**config.mk**
```make
export PLATFORM = sky130hd
export DESIGN_NAME = min_heap_priority_queue_top
export DESIGN_NICKNAME = d
export VERILOG_FILES = /design/src/mhpq_pkg.sv /design/src/mhpq_ram.sv /design/src/mhpq_seq.sv /design/src/min_heap_priority_queue_top.sv
export SDC_FILE = /design/constraint.sdc
export NUM_CORES = 2
export LEC_CHECK = 0
export BUFFER_PORTS_ARGS = -buffer_cell sky130_fd_sc_hd__buf_2
export CAP_MARGIN = 5
export CORE_MARGIN = 5
export CORE_UTILIZATION = 42
export CTS_CLUSTER_DIAMETER = 80
export DETAILED_ROUTE_END_ITERATION = 16
export PLACE_DENSITY_LB_ADDON = 0.3
export SLEW_MARGIN = 30
export SYNTH_ARGS = -nofsm -noshare
export SYNTH_HDL_FRONTEND = slang
export SYNTH_SLANG_ARGS = --single-unit
```
**constraint.sdc**
```tcl
create_clock -name i_clk -period 26.9 [get_ports i_clk]
set_input_delay 6.725 -clock i_clk [delete_from_list [all_inputs] [get_ports i_clk]]
set_output_delay 6.725 -clock i_clk [all_outputs]
set_load 0.01 [all_outputs]
```
**src/mhpq_pkg.sv**
```systemverilog
// Shared codes and types for the min-heap priority queue.
package mhpq_pkg;

    // Command codes
    typedef enum logic {
        CMD_INSERT = 1'b0,
        CMD_REMOVE = 1'b1
    } t_cmd;

    // Result status codes
    typedef enum logic [1:0] {
        ST_OK        = 2'd0,
        ST_EMPTY     = 2'd1,
        ST_BAD_INDEX = 2'd2,
        ST_FULL      = 2'd3
    } t_status;

    // Result control between sequencer and top level
    typedef struct packed {
        logic    done;
        t_status status;
    } t_res_ctl;

    // Fixed widths of the external fields
    localparam int VALUE_W = 32;
    localparam int INDEX_W = 6;
    localparam int COUNT_W = 7;

endpackage

```
**src/mhpq_ram.sv**
```systemverilog
// Generic single-write, single-read RAM with registered read data.
module mhpq_ram #(
    parameter int WIDTH = 32,
    parameter int DEPTH = 64
) (
    input  logic                     i_clk,
    input  logic                     i_we,
    input  logic [$clog2(DEPTH)-1:0] i_waddr,
    input  logic [WIDTH-1:0]         i_wdata,
    input  logic [$clog2(DEPTH)-1:0] i_raddr,
    output logic [WIDTH-1:0]         o_rdata
);

    logic [WIDTH-1:0] r_mem [DEPTH];
    logic [WIDTH-1:0] r_rdata;

    // Write port and registered read port
    always_ff @(posedge i_clk) begin
        if (i_we) begin
            r_mem[i_waddr] <= i_wdata;
        end
        r_rdata <= r_mem[i_raddr];
    end

    assign o_rdata = r_rdata;

endmodule

```
**src/mhpq_seq.sv**
```systemverilog
// Heap sequencer: walks the moving key up or down the store with one shared comparator.
module mhpq_seq
    import mhpq_pkg::*;
#(
    parameter int CAPACITY  = 64,
    parameter int KEY_WIDTH = 32,
    parameter int IW        = $clog2(CAPACITY),
    parameter int CW        = $clog2(CAPACITY + 1)
) (
    input  logic                 i_clk,
    input  logic                 i_rst_n,
    input  logic                 i_accept,
    input  logic                 i_command,
    input  logic [KEY_WIDTH-1:0] i_key,
    input  logic [INDEX_W-1:0]   i_remove_index,
    output logic                 o_busy,
    output logic                 o_we,
    output logic [IW-1:0]        o_waddr,
    output logic [KEY_WIDTH-1:0] o_wdata,
    output logic [IW-1:0]        o_raddr,
    input  logic [KEY_WIDTH-1:0] i_rdata,
    output t_res_ctl             o_res,
    output logic [CW-1:0]        o_count,
    output logic [KEY_WIDTH-1:0] o_min
);

    localparam int XW = CW + INDEX_W;
    localparam int LW = IW + 2;

    typedef enum logic [7:0] {
        S_IDLE   = 8'b0000_0001,
        S_LOAD   = 8'b0000_0010,
        S_UP_RD  = 8'b0000_0100,
        S_UP_CMP = 8'b0000_1000,
        S_DN_L   = 8'b0001_0000,
        S_DN_R   = 8'b0010_0000,
        S_DN_C   = 8'b0100_0000,
        S_FIN    = 8'b1000_0000
    } t_state;

    t_state               r_state, n_state;
    logic [CW-1:0]        r_count, n_count;
    logic [IW-1:0]        r_i, n_i;
    logic [KEY_WIDTH-1:0] r_key, n_key;
    logic [KEY_WIDTH-1:0] r_best, n_best;
    logic                 r_took_l, n_took_l;
    logic                 r_rok, n_rok;
    logic                 r_cdown, n_cdown;
    t_status              r_status, n_status;
    logic [KEY_WIDTH-1:0] r_min;

    logic                 we;
    logic [IW-1:0]        waddr;
    logic [KEY_WIDTH-1:0] wdata;
    logic [IW-1:0]        raddr;

    logic [CW-1:0]        last;
    logic [IW-1:0]        parent;
    logic [LW-1:0]        l_ext, r_ext, cnt_ext;
    logic [XW-1:0]        idx_x, cnt_x;

    // Shared comparator: a < b, signed
    logic signed [KEY_WIDTH-1:0] cmp_a, cmp_b;
    logic                        lt;

    assign last    = r_count - CW'(1);
    assign parent  = (r_i - IW'(1)) >> 1;
    assign l_ext   = {1'b0, r_i, 1'b1};
    assign r_ext   = l_ext + LW'(1);
    assign cnt_ext = {{(LW - CW){1'b0}}, r_count};
    assign idx_x   = {{(XW - INDEX_W){1'b0}}, i_remove_index};
    assign cnt_x   = {{(XW - CW){1'b0}}, r_count};

    // Steer comparator operands by step
    always_comb begin
        cmp_a = r_key;
        cmp_b = i_rdata;
        case (r_state)
            S_DN_R: begin
                cmp_a = i_rdata;
                cmp_b = r_key;
            end
            S_DN_C: begin
                cmp_a = i_rdata;
                cmp_b = r_best;
            end
            default: begin
                cmp_a = r_key;
                cmp_b = i_rdata;
            end
        endcase
    end

    assign lt = cmp_a < cmp_b;

    // Sequencer
    always_comb begin
        n_state  = r_state;
        n_count  = r_count;
        n_i      = r_i;
        n_key    = r_key;
        n_best   = r_best;
        n_took_l = r_took_l;
        n_rok    = r_rok;
        n_cdown  = r_cdown;
        n_status = r_status;
        we       = 1'b0;
        waddr    = r_i;
        wdata    = r_key;
        raddr    = last[IW-1:0];
        case (r_state)
            S_IDLE: begin
                if (i_accept) begin
                    n_status = ST_OK;
                    if (i_command == CMD_INSERT) begin
                        if (r_count == CW'(CAPACITY)) begin
                            n_status = ST_FULL;
                            n_state  = S_FIN;
                        end else begin
                            n_key   = i_key;
                            n_i     = r_count[IW-1:0];
                            n_count = r_count + CW'(1);
                            n_cdown = 1'b0;
                            n_state = S_UP_RD;
                        end
                    end else if (r_count == '0) begin
                        n_status = ST_EMPTY;
                        n_state  = S_FIN;
                    end else if (idx_x >= cnt_x) begin
                        n_status = ST_BAD_INDEX;
                        n_state  = S_FIN;
                    end else begin
                        // read the last entry while the count shrinks
                        n_i     = idx_x[IW-1:0];
                        n_count = last;
                        n_cdown = 1'b1;
                        n_state = S_LOAD;
                    end
                end
            end
            S_LOAD: begin
                n_key = i_rdata;
                if (r_i == r_count[IW-1:0]) begin
                    n_state = S_FIN;
                end else begin
                    n_state = S_UP_RD;
                end
            end
            S_UP_RD: begin
                raddr = parent;
                if (r_i == '0) begin
                    if (r_cdown) begin
                        n_state = S_DN_L;
                    end else begin
                        we      = 1'b1;
                        n_state = S_FIN;
                    end
                end else begin
                    n_state = S_UP_CMP;
                end
            end
            S_UP_CMP: begin
                if (lt) begin
                    // pull the parent down into the hole
                    we      = 1'b1;
                    wdata   = i_rdata;
                    n_i     = parent;
                    n_cdown = 1'b0;
                    n_state = S_UP_RD;
                end else if (r_cdown) begin
                    n_state = S_DN_L;
                end else begin
                    we      = 1'b1;
                    n_state = S_FIN;
                end
            end
            S_DN_L: begin
                raddr = l_ext[IW-1:0];
                if (l_ext >= cnt_ext) begin
                    we      = 1'b1;
                    n_state = S_FIN;
                end else begin
                    n_state = S_DN_R;
                end
            end
            S_DN_R: begin
                raddr    = r_ext[IW-1:0];
                n_best   = lt ? i_rdata : r_key;
                n_took_l = lt;
                n_rok    = r_ext < cnt_ext;
                n_state  = S_DN_C;
            end
            S_DN_C: begin
                if (r_rok && lt) begin
                    we      = 1'b1;
                    wdata   = i_rdata;
                    n_i     = r_ext[IW-1:0];
                    n_state = S_DN_L;
                end else if (r_took_l) begin
                    we      = 1'b1;
                    wdata   = r_best;
                    n_i     = l_ext[IW-1:0];
                    n_state = S_DN_L;
                end else begin
                    we      = 1'b1;
                    n_state = S_FIN;
                end
            end
            S_FIN: begin
                n_state = S_IDLE;
            end
            default: begin
                n_state = S_IDLE;
            end
        endcase
    end

    // Control registers
    always_ff @(posedge i_clk) begin
        if (!i_rst_n) begin
            r_state <= S_IDLE;
            r_count <= '0;
        end else begin
            r_state <= n_state;
            r_count <= n_count;
        end
    end

    // Datapath registers; track the root on every write to position zero
    always_ff @(posedge i_clk) begin
        r_i      <= n_i;
        r_key    <= n_key;
        r_best   <= n_best;
        r_took_l <= n_took_l;
        r_rok    <= n_rok;
        r_cdown  <= n_cdown;
        r_status <= n_status;
        if (we && waddr == '0) begin
            r_min <= wdata;
        end
    end

    assign o_busy       = (r_state != S_IDLE);
    assign o_we         = we;
    assign o_waddr      = waddr;
    assign o_wdata      = wdata;
    assign o_raddr      = raddr;
    assign o_res.done   = (r_state == S_FIN);
    assign o_res.status = r_status;
    assign o_count      = r_count;
    assign o_min        = r_min;

endmodule

```
**src/min_heap_priority_queue_top.sv**
```systemverilog
// Top level of the min-heap priority queue: store, sequencer and result register.
//
// Each command is taken when start is high and busy is low. It gives one result beat on
// o_valid in the cycle in which busy falls. The receiver cannot stall it, so o_valid is
// high for exactly one cycle. On an insert, the new key climbs the heap one level per read
// and compare of the parent. On a remove, the last entry is read into the vacated position,
// then climbs in the same way, or else descends one level per read of both children and
// compare; removing the last position needs no walk. The time a command takes is set by
// the single read port of the store (registered read) and by the one comparator that every
// step shares. Refused commands (full, empty, bad index) go straight to the finishing
// state and give their beat when busy falls. No clearing pass is needed after reset.
module min_heap_priority_queue_top
    import mhpq_pkg::*;
#(
    parameter int CAPACITY  = 64,
    parameter int KEY_WIDTH = 32
) (
    input  logic               i_clk,
    input  logic               i_rst_n,
    input  logic               start,
    output logic               busy,
    input  logic               i_command,
    input  logic [VALUE_W-1:0] i_value,
    input  logic [INDEX_W-1:0] i_remove_index,
    output logic               o_valid,
    output logic [1:0]         o_status,
    output logic [COUNT_W-1:0] o_entry_count_out,
    output logic [VALUE_W-1:0] o_min_value,
    output logic               o_min_valid
);

    localparam int IW = $clog2(CAPACITY);
    localparam int CW = $clog2(CAPACITY + 1);
    localparam int XW = CW + COUNT_W;

    logic                 accept;
    logic [2*VALUE_W-1:0] value_ext;
    logic [KEY_WIDTH-1:0] key_in;
    logic                 we;
    logic [IW-1:0]        waddr, raddr;
    logic [KEY_WIDTH-1:0] wdata, rdata;
    t_res_ctl             res;
    logic [CW-1:0]        count;
    logic [KEY_WIDTH-1:0] min_key;
    logic [KEY_WIDTH+VALUE_W-1:0] min_ext;
    logic [XW-1:0]        count_x;

    logic                 r_valid;
    t_status              r_status;
    logic [COUNT_W-1:0]   r_count;
    logic [VALUE_W-1:0]   r_min;
    logic                 r_min_valid;

    assign accept    = start && !busy;
    // sign-extend the incoming value, then keep KEY_WIDTH bits
    assign value_ext = {{VALUE_W{i_value[VALUE_W-1]}}, i_value};
    assign key_in    = value_ext[KEY_WIDTH-1:0];
    assign min_ext   = {{VALUE_W{min_key[KEY_WIDTH-1]}}, min_key};
    assign count_x   = {{COUNT_W{1'b0}}, count};

    mhpq_ram #(
        .WIDTH (KEY_WIDTH),
        .DEPTH (CAPACITY)
    ) u_store (
        .i_clk   (i_clk),
        .i_we    (we),
        .i_waddr (waddr),
        .i_wdata (wdata),
        .i_raddr (raddr),
        .o_rdata (rdata)
    );

    mhpq_seq #(
        .CAPACITY  (CAPACITY),
        .KEY_WIDTH (KEY_WIDTH),
        .IW        (IW),
        .CW        (CW)
    ) u_seq (
        .i_clk          (i_clk),
        .i_rst_n        (i_rst_n),
        .i_accept       (accept),
        .i_command      (i_command),
        .i_key          (key_in),
        .i_remove_index (i_remove_index),
        .o_busy         (busy),
        .o_we           (we),
        .o_waddr        (waddr),
        .o_wdata        (wdata),
        .o_raddr        (raddr),
        .i_rdata        (rdata),
        .o_res          (res),
        .o_count        (count),
        .o_min          (min_key)
    );

    // Hold the result beat for one cycle
    always_ff @(posedge i_clk) begin
        if (!i_rst_n) begin
            r_valid <= 1'b0;
        end else begin
            r_valid <= res.done;
        end
    end

    // Capture the result payload; root reads as zero when empty
    always_ff @(posedge i_clk) begin
        if (res.done) begin
            r_status    <= res.status;
            r_count     <= count_x[COUNT_W-1:0];
            r_min_valid <= (count != '0);
            r_min       <= (count != '0) ? min_ext[VALUE_W-1:0] : '0;
        end
    end

    assign o_valid           = r_valid;
    assign o_status          = r_status;
    assign o_entry_count_out = r_count;
    assign o_min_value       = r_min;
    assign o_min_valid       = r_min_valid;

    // A result beat never overlaps work on a command
    a_valid_idle: assert property (@(posedge i_clk) disable iff (!i_rst_n)
        o_valid |-> !busy)
        else $error("result beat while busy");

    // An accepted command always starts work
    a_accept_busy: assert property (@(posedge i_clk) disable iff (!i_rst_n)
        (start && !busy) |=> busy)
        else $error("accepted command did not start");

    // Minimum is flagged exactly when entries are held
    a_min_flag: assert property (@(posedge i_clk) disable iff (!i_rst_n)
        o_valid |-> (o_min_valid == (o_entry_count_out != '0)))
        else $error("min_valid disagrees with count");

    // Count never exceeds the store
    a_count_cap: assert property (@(posedge i_clk) disable iff (!i_rst_n)
        o_valid |-> ({{CW{1'b0}}, o_entry_count_out} <= XW'(CAPACITY)))
        else $error("count beyond capacity");

endmodule

```
Word-level counts from Yosys, hierarchy flattened
Memories as Yosys holds them, arrays and structs flattened. A register that Yosys moved wholly into a read port is not among the register bits.
Cells that the tools add are included.
{ "word_totals": {"in_bits": 42, "word_cells": 117, "mem_bits_rw": 2048, "out_inout_bits": 44, "mem_count": 1, "register_bits": 165} }
{ "memory_table": {"columns": ["name", "words", "word_bits", "read_ports", "rd_ports_with_merged_regs", "wr", "line_no", "text"], "rows": [
  ["u_store.r_mem", 64, 32, 1, 1, 1, "mhpq_ram.sv:14", "logic [WIDTH-1:0] r_mem [DEPTH];"]
]} }
{ "op_classes": {"n_lt_le_gt_ge": 4, "addsub": 4, "muxes": 55, "n_eq_ne": 22, "n_reduce_logical": 16} }
{ "op_table": {"columns": ["cell", "n"], "rows": [
  ["$mux W32", 7],
  ["$pmux W32 S2", 3],
  ["$mux W8", 12],
  ["$pmux W8 S7", 1],
  ["$mux W6", 8],
  ["$pmux W6 S3", 2],
  ["$lt A32 B32 Y1", 1],
  ["$mux W7", 4],
  ["$mux W1", 12],
  ["$ne A2 B2 Y1 const B", 6],
  ["$ne A3 B3 Y1 const B", 3],
  ["$add A7 B1 Y8 const B", 1],
  ["$eq A8 B1 Y1 const B", 1],
  ["$eq A8 B2 Y1 const B", 1],
  ["$eq A8 B3 Y1 const B", 1],
  ["$eq A8 B4 Y1 const B", 1],
  ["$eq A8 B5 Y1 const B", 1],
  ["$eq A8 B6 Y1 const B", 1],
  ["$eq A8 B7 Y1 const B", 1],
  ["$eq A8 B8 Y1 const B", 1],
  ["$lt A8 B7 Y1", 1],
  ["$mux W2", 4],
  ["$ne A8 B1 Y1 const B", 1],
  ["$add A7 B1 Y7 const B", 1],
  ["other kinds (23)", 26]
]} }

Logic depth before layout (Yosys ltp)
{ "logic_depth": {"depth_word": 8, "mapped_depth": 22, "ltp_nobuf": 15} }

By module
From an unflattened synthesis, not the netlist that was laid out.
{ "unflattened": {"hier_cells": 4322, "area_unflattened_um2": 89180.5} }
{ "modules_own_cells": {"columns": ["mod", "cells_each", "n_inst", "area_per_inst_um2", "seq_area_each_um2"], "rows": [
  ["mhpq_ram", 3324, 1, 78515.3, 62139.6],
  ["mhpq_seq", 912, 1, 9049.9, 3513.4],
  ["min_heap_priority_queue_top", 86, 1, 1615.3, 1281.2]
]} }

Worst setup path after synthesis
OpenSTA, ideal clock, no wires.
{ "synth_timing": {"path_type": "input to register", "from": "in i_command", "to": "reg u_seq.r_key[0] (enable)", "required_ps": 26468, "n_path_buf": 2, "t_arrival_ps": 8972, "slack_ps": 17497, "cell_stages": 4, "setup_time_ps": 432, "cell_sequence": "clkbuf_1 clkbuf_1 nand3b_1 a21oi_1"} }
{ "synth_between": {"elab_chain_len": 2} }
{ "synth_rtl": {"columns": ["element", "line_no", "text"], "rows": [
  ["start: declaration", "min_heap_priority_queue_top.sv:22", "input logic i_command,"],
  ["$ne A2 B2 Y1 (no line)", null, null],
  ["$reduce_and A4 Y1 (no line)", null, null],
  ["end signal: assignment", "mhpq_seq.sv:232", "r_key <= n_key;"],
  ["end: declaration", "mhpq_seq.sv:44", "logic [KEY_WIDTH-1:0] r_key, n_key;"]
]} }
Every way passes these cells.
A chain may end at the register's enable or synchronous reset.

Worst setup path after layout
{ "layout_timing": {"from": "reg u_seq.r_state[5]", "to": "out busy"} }
{ "layout_between": {"elab_chain_len": 1} }
{ "layout_rtl": {"columns": ["element", "line_no", "text"], "rows": [
  ["start: declaration", "mhpq_seq.sv:41", "t_state r_state, n_state;"],
  ["start signal: assignment", "mhpq_seq.sv:224", "r_state <= n_state;"],
  ["$ne A8 B1 Y1", "mhpq_seq.sv:243", "assign o_busy = (r_state != S_IDLE);"],
  ["end: declaration", "min_heap_priority_queue_top.sv:21", "output logic busy,"]
]} }
Every way passes these cells.

==> impl_metrics.tcl <==
set metrics [dict create \
    antenna_left 0 \
    cts-root-buf "clkbuf_16" \
    worstMarginPinSlew_ps 1050 \
    synth_flop_cell "edfxtp_1" \
    synth_top_family_by_area "multiplexers" \
    synth_compound_area_share_pct 5.61 \
    path_cells "nor4_2, and4b_1, inv_1, buf_2" \
    period_share_pct 34.3 \
    layout-drive-gt1-share_pct 18.8 \
    synthAdderAreaFrac_pct 0.753 \
    final_cell_area_um2 101000 \
    status "finished clean" \
    hpwlAfterDp_um 141000 \
    hold_viol 0 \
    rsz0062_at_grt "no" \
    htree_levels 4 \
    p_leak_nw 32.7 \
    synth-xor-area-share_pct 0.283 \
    yosys.area.top_type "edfxtp_1" \
    io_pins 86 \
    ir_worst_vdd_v 0.000123 \
    synthCells 5398 \
    crit_buf_inv 2 \
    grt_pass1_vias 49500 \
    finalPower_mw 11.9 \
    syn_nets 5494 \
    r2r_start "u_seq.r_state[2]" \
    track_usage_pct 22.5 \
    avgViaCountPerCell 6.10 \
    synthSimpleGateAreaFrac_pct 8.29 \
    synth_seq_cells 2245 \
    crit_cells 4 \
    clk_latency_ps 880 \
    critPathMaxStageDelay_ps 550 \
    numPortBuffers 85 \
    ctsLongestPathBuffers 3 \
    wire_per_inst_um 30.0 \
    wl_um 256000 \
    seq_area_frac_synth_pct 74.6 \
    tns_ps 0 \
    ys_warn_count 0 \
    synth_top_area_share_pct 73.5 \
    crit_path_start_kind "register" \
    holdWs_ps 423 \
    cts_buffers 215 \
    setup_slack_ps 17660 \
    grt_pass1_wl_um 365000 \
    powerDensity_nw_per_um2 118 \
    r2r_end "u_store.r_mem[50][19]" \
    hold_buffers 0 \
    worst_setup_path_end_kind "output port" \
    vias 51900 \
    initial_utilization_pct 42.3 \
    min_path_type "reg -> reg" \
    synth_area_leaders "edfxtp_1, mux4_2, nand2_1" \
    fmax_mhz 108 \
    die-height_um 472 \
    critPathLaunch "u_seq.r_state[5]" \
    slew_viol_final 0 \
    fin_crit_ps 9240 \
    synthMuxAreaShare_pct 8.65 \
    nets 5612 \
    cts.sinks 2245 \
    post-synth-top-count-cell "edfxtp_1" \
    maxCapViolations 0 \
    grt_max_degree 134 \
    worstSetupPathType "reg -> out" \
    nFillCells 17700 \
    ys_types 76 \
    drc_errors 0 \
    grt.overflow.total 0 \
    reg2reg_setup_slack_ps 19240 \
    max_slew_margin_pct 29.7 \
    postCtsSetupRepairBufs 0 \
    cp_top_family "simple AND/OR/NAND/NOR gates" \
    placed_area_um2 94000 \
    arrival_ps 2510 \
    pre_cts_ws_ps 17530 \
    syn-cell-area_um2 89800 \
    die_w_um 472 \
    crit_end "busy" \
    synth_edf_count 2197 \
    drt-pass1-iter-count 8 \
    ys_async_sr_fraction_pct 0 \
    tritoncts "built" \
    ff2ff_path_depth 18 \
    core_area_um2 212000 \
    cts.clk_slew.worst_paths_ps 70 \
    avgSynthCellArea_um2 16.6 \
    antenna_found_initial 19 \
    drtIter0Drc 7016 \
    fin_worst_skew_ps 55.6 \
    cts_resized 0 \
    dieArea_um2 223000 \
    rows 169 \
    syn_to_final_growth_pct 12.3 \
    worst-endpoint-required_ps 20170 \
    slowest_stage "nor4_2" \
    gp_congestion 0.869 \
    worstPathMaxFanout 14 \
    synth_common_cells "edfxtp_1, nand2_1, mux4_2, nand3_1, and3_1" \
    setup_viol 0 \
]
metrics by stage:
step                      util [%]  instances
after floorplan                  -       5398
after global placement        44.2       8117
after detailed placement      44.3       8117
after CTS                     47.4       8501
after global routing          47.5       8506
final                         47.5       8512
metal layers:
layer	global-route usage, %	wire length (um)
met3	4.64	25500
met5	0	13
met2	34.4	116000
met4	8.26	10200
met1	32.1	104000
final cells by class:
cell class	instances	area, um2	share of cell area [%]
Sequential cell	2245	66900	66.4
Inverter	20	75.1	0.0745
Antenna cell	8	20.0	0.0199
Clock buffer	261	5600	5.56
Clock inverter	123	1090	1.08
Timing Repair Buffer	257	1840	1.83
Tap cell	2821	3530	3.50
Multi-Input combinational cell	2777	21700	21.5
power by group:
| part | switching [mW] | internal, mW |
|---|---|---|
| Clock | 1.31 | 1.59 |
| Sequential | 0.119 | 4.21 |
| Combinational | 3.31 | 1.40 |
state kept, by name, summed over array words and instances (netlist names), 6 cells and up:
name,count
u_store.r_mem,2048
u_seq.r_state,8
u_seq.r_best,32
u_seq.o_min,32
u_seq.o_waddr,6
u_store.o_rdata,32
o_min_value,32
o_entry_count_out,7
u_seq.o_count,7
u_seq.r_key,32
cells in the final DEF, fill, tap and decap left out, types with 37 or more instances in the layout:
| cell type | n |
|---|---|
| nand3_1 | 227 |
| ha_1 | 54 |
| mux2_2 | 95 |
| mux2i_1 | 37 |
| nand2_1 | 839 |
| a21oi_1 | 106 |
| clkinv_2 | 39 |
| a31oi_1 | 135 |
| buf_2 | 85 |
| clkbuf_16 | 217 |
| a211oi_1 | 140 |
| o221ai_1 | 40 |
| clkbuf_1 | 42 |
| and3_1 | 168 |
| mux4_2 | 281 |
| nor2b_1 | 41 |
| buf_4 | 163 |
| dfxtp_1 | 48 |
| o22ai_1 | 61 |
| edfxtp_1 | 2197 |
| nor2_1 | 50 |
| clkinv_1 | 51 |
worst reg2reg max path, stage by stage, from the launching register on:
cell and delay (ps):
dfxtp_1 460, or4_4 590, nor2_1 250, and3_2 640, buf_4 470, a22o_1 200
a21oi_1 50, ha_1 320, a211oi_1 250, nor2_1 80, nor4_1 250, o41ai_1 170
or4b_2 710, or3_1 480, a31o_2 290, and3_2 190, buf_4 330, nor4_2 910
buf_4 620
cell families after synthesis:
group | Yosys count
AOI/OAI and AO/OA | 703
xor gates and xnor gates | 29
adders and majority gates | 54
buffers and inverters | 376
DFF | 2245
muxes | 413
and+or+nand+nor | 1578
worst min path at each step:
stage / from / end / cells past startpoint
2_1_floorplan: u_seq.r_status[0] / o_status[0] / 0
3_3_place_gp: u_seq.r_status[1] / o_status[1] / 0
3_5_place_dp: u_seq.r_status[1] / o_status[1] / 0
4_1_cts: u_seq.r_status[1] / o_status[1] / 0
5_1_grt: u_seq.r_status[1] / o_status[1] / 0
6_report: u_seq.r_status[1] / o_status[1] / 0
(Power assumes the default switching activity.)
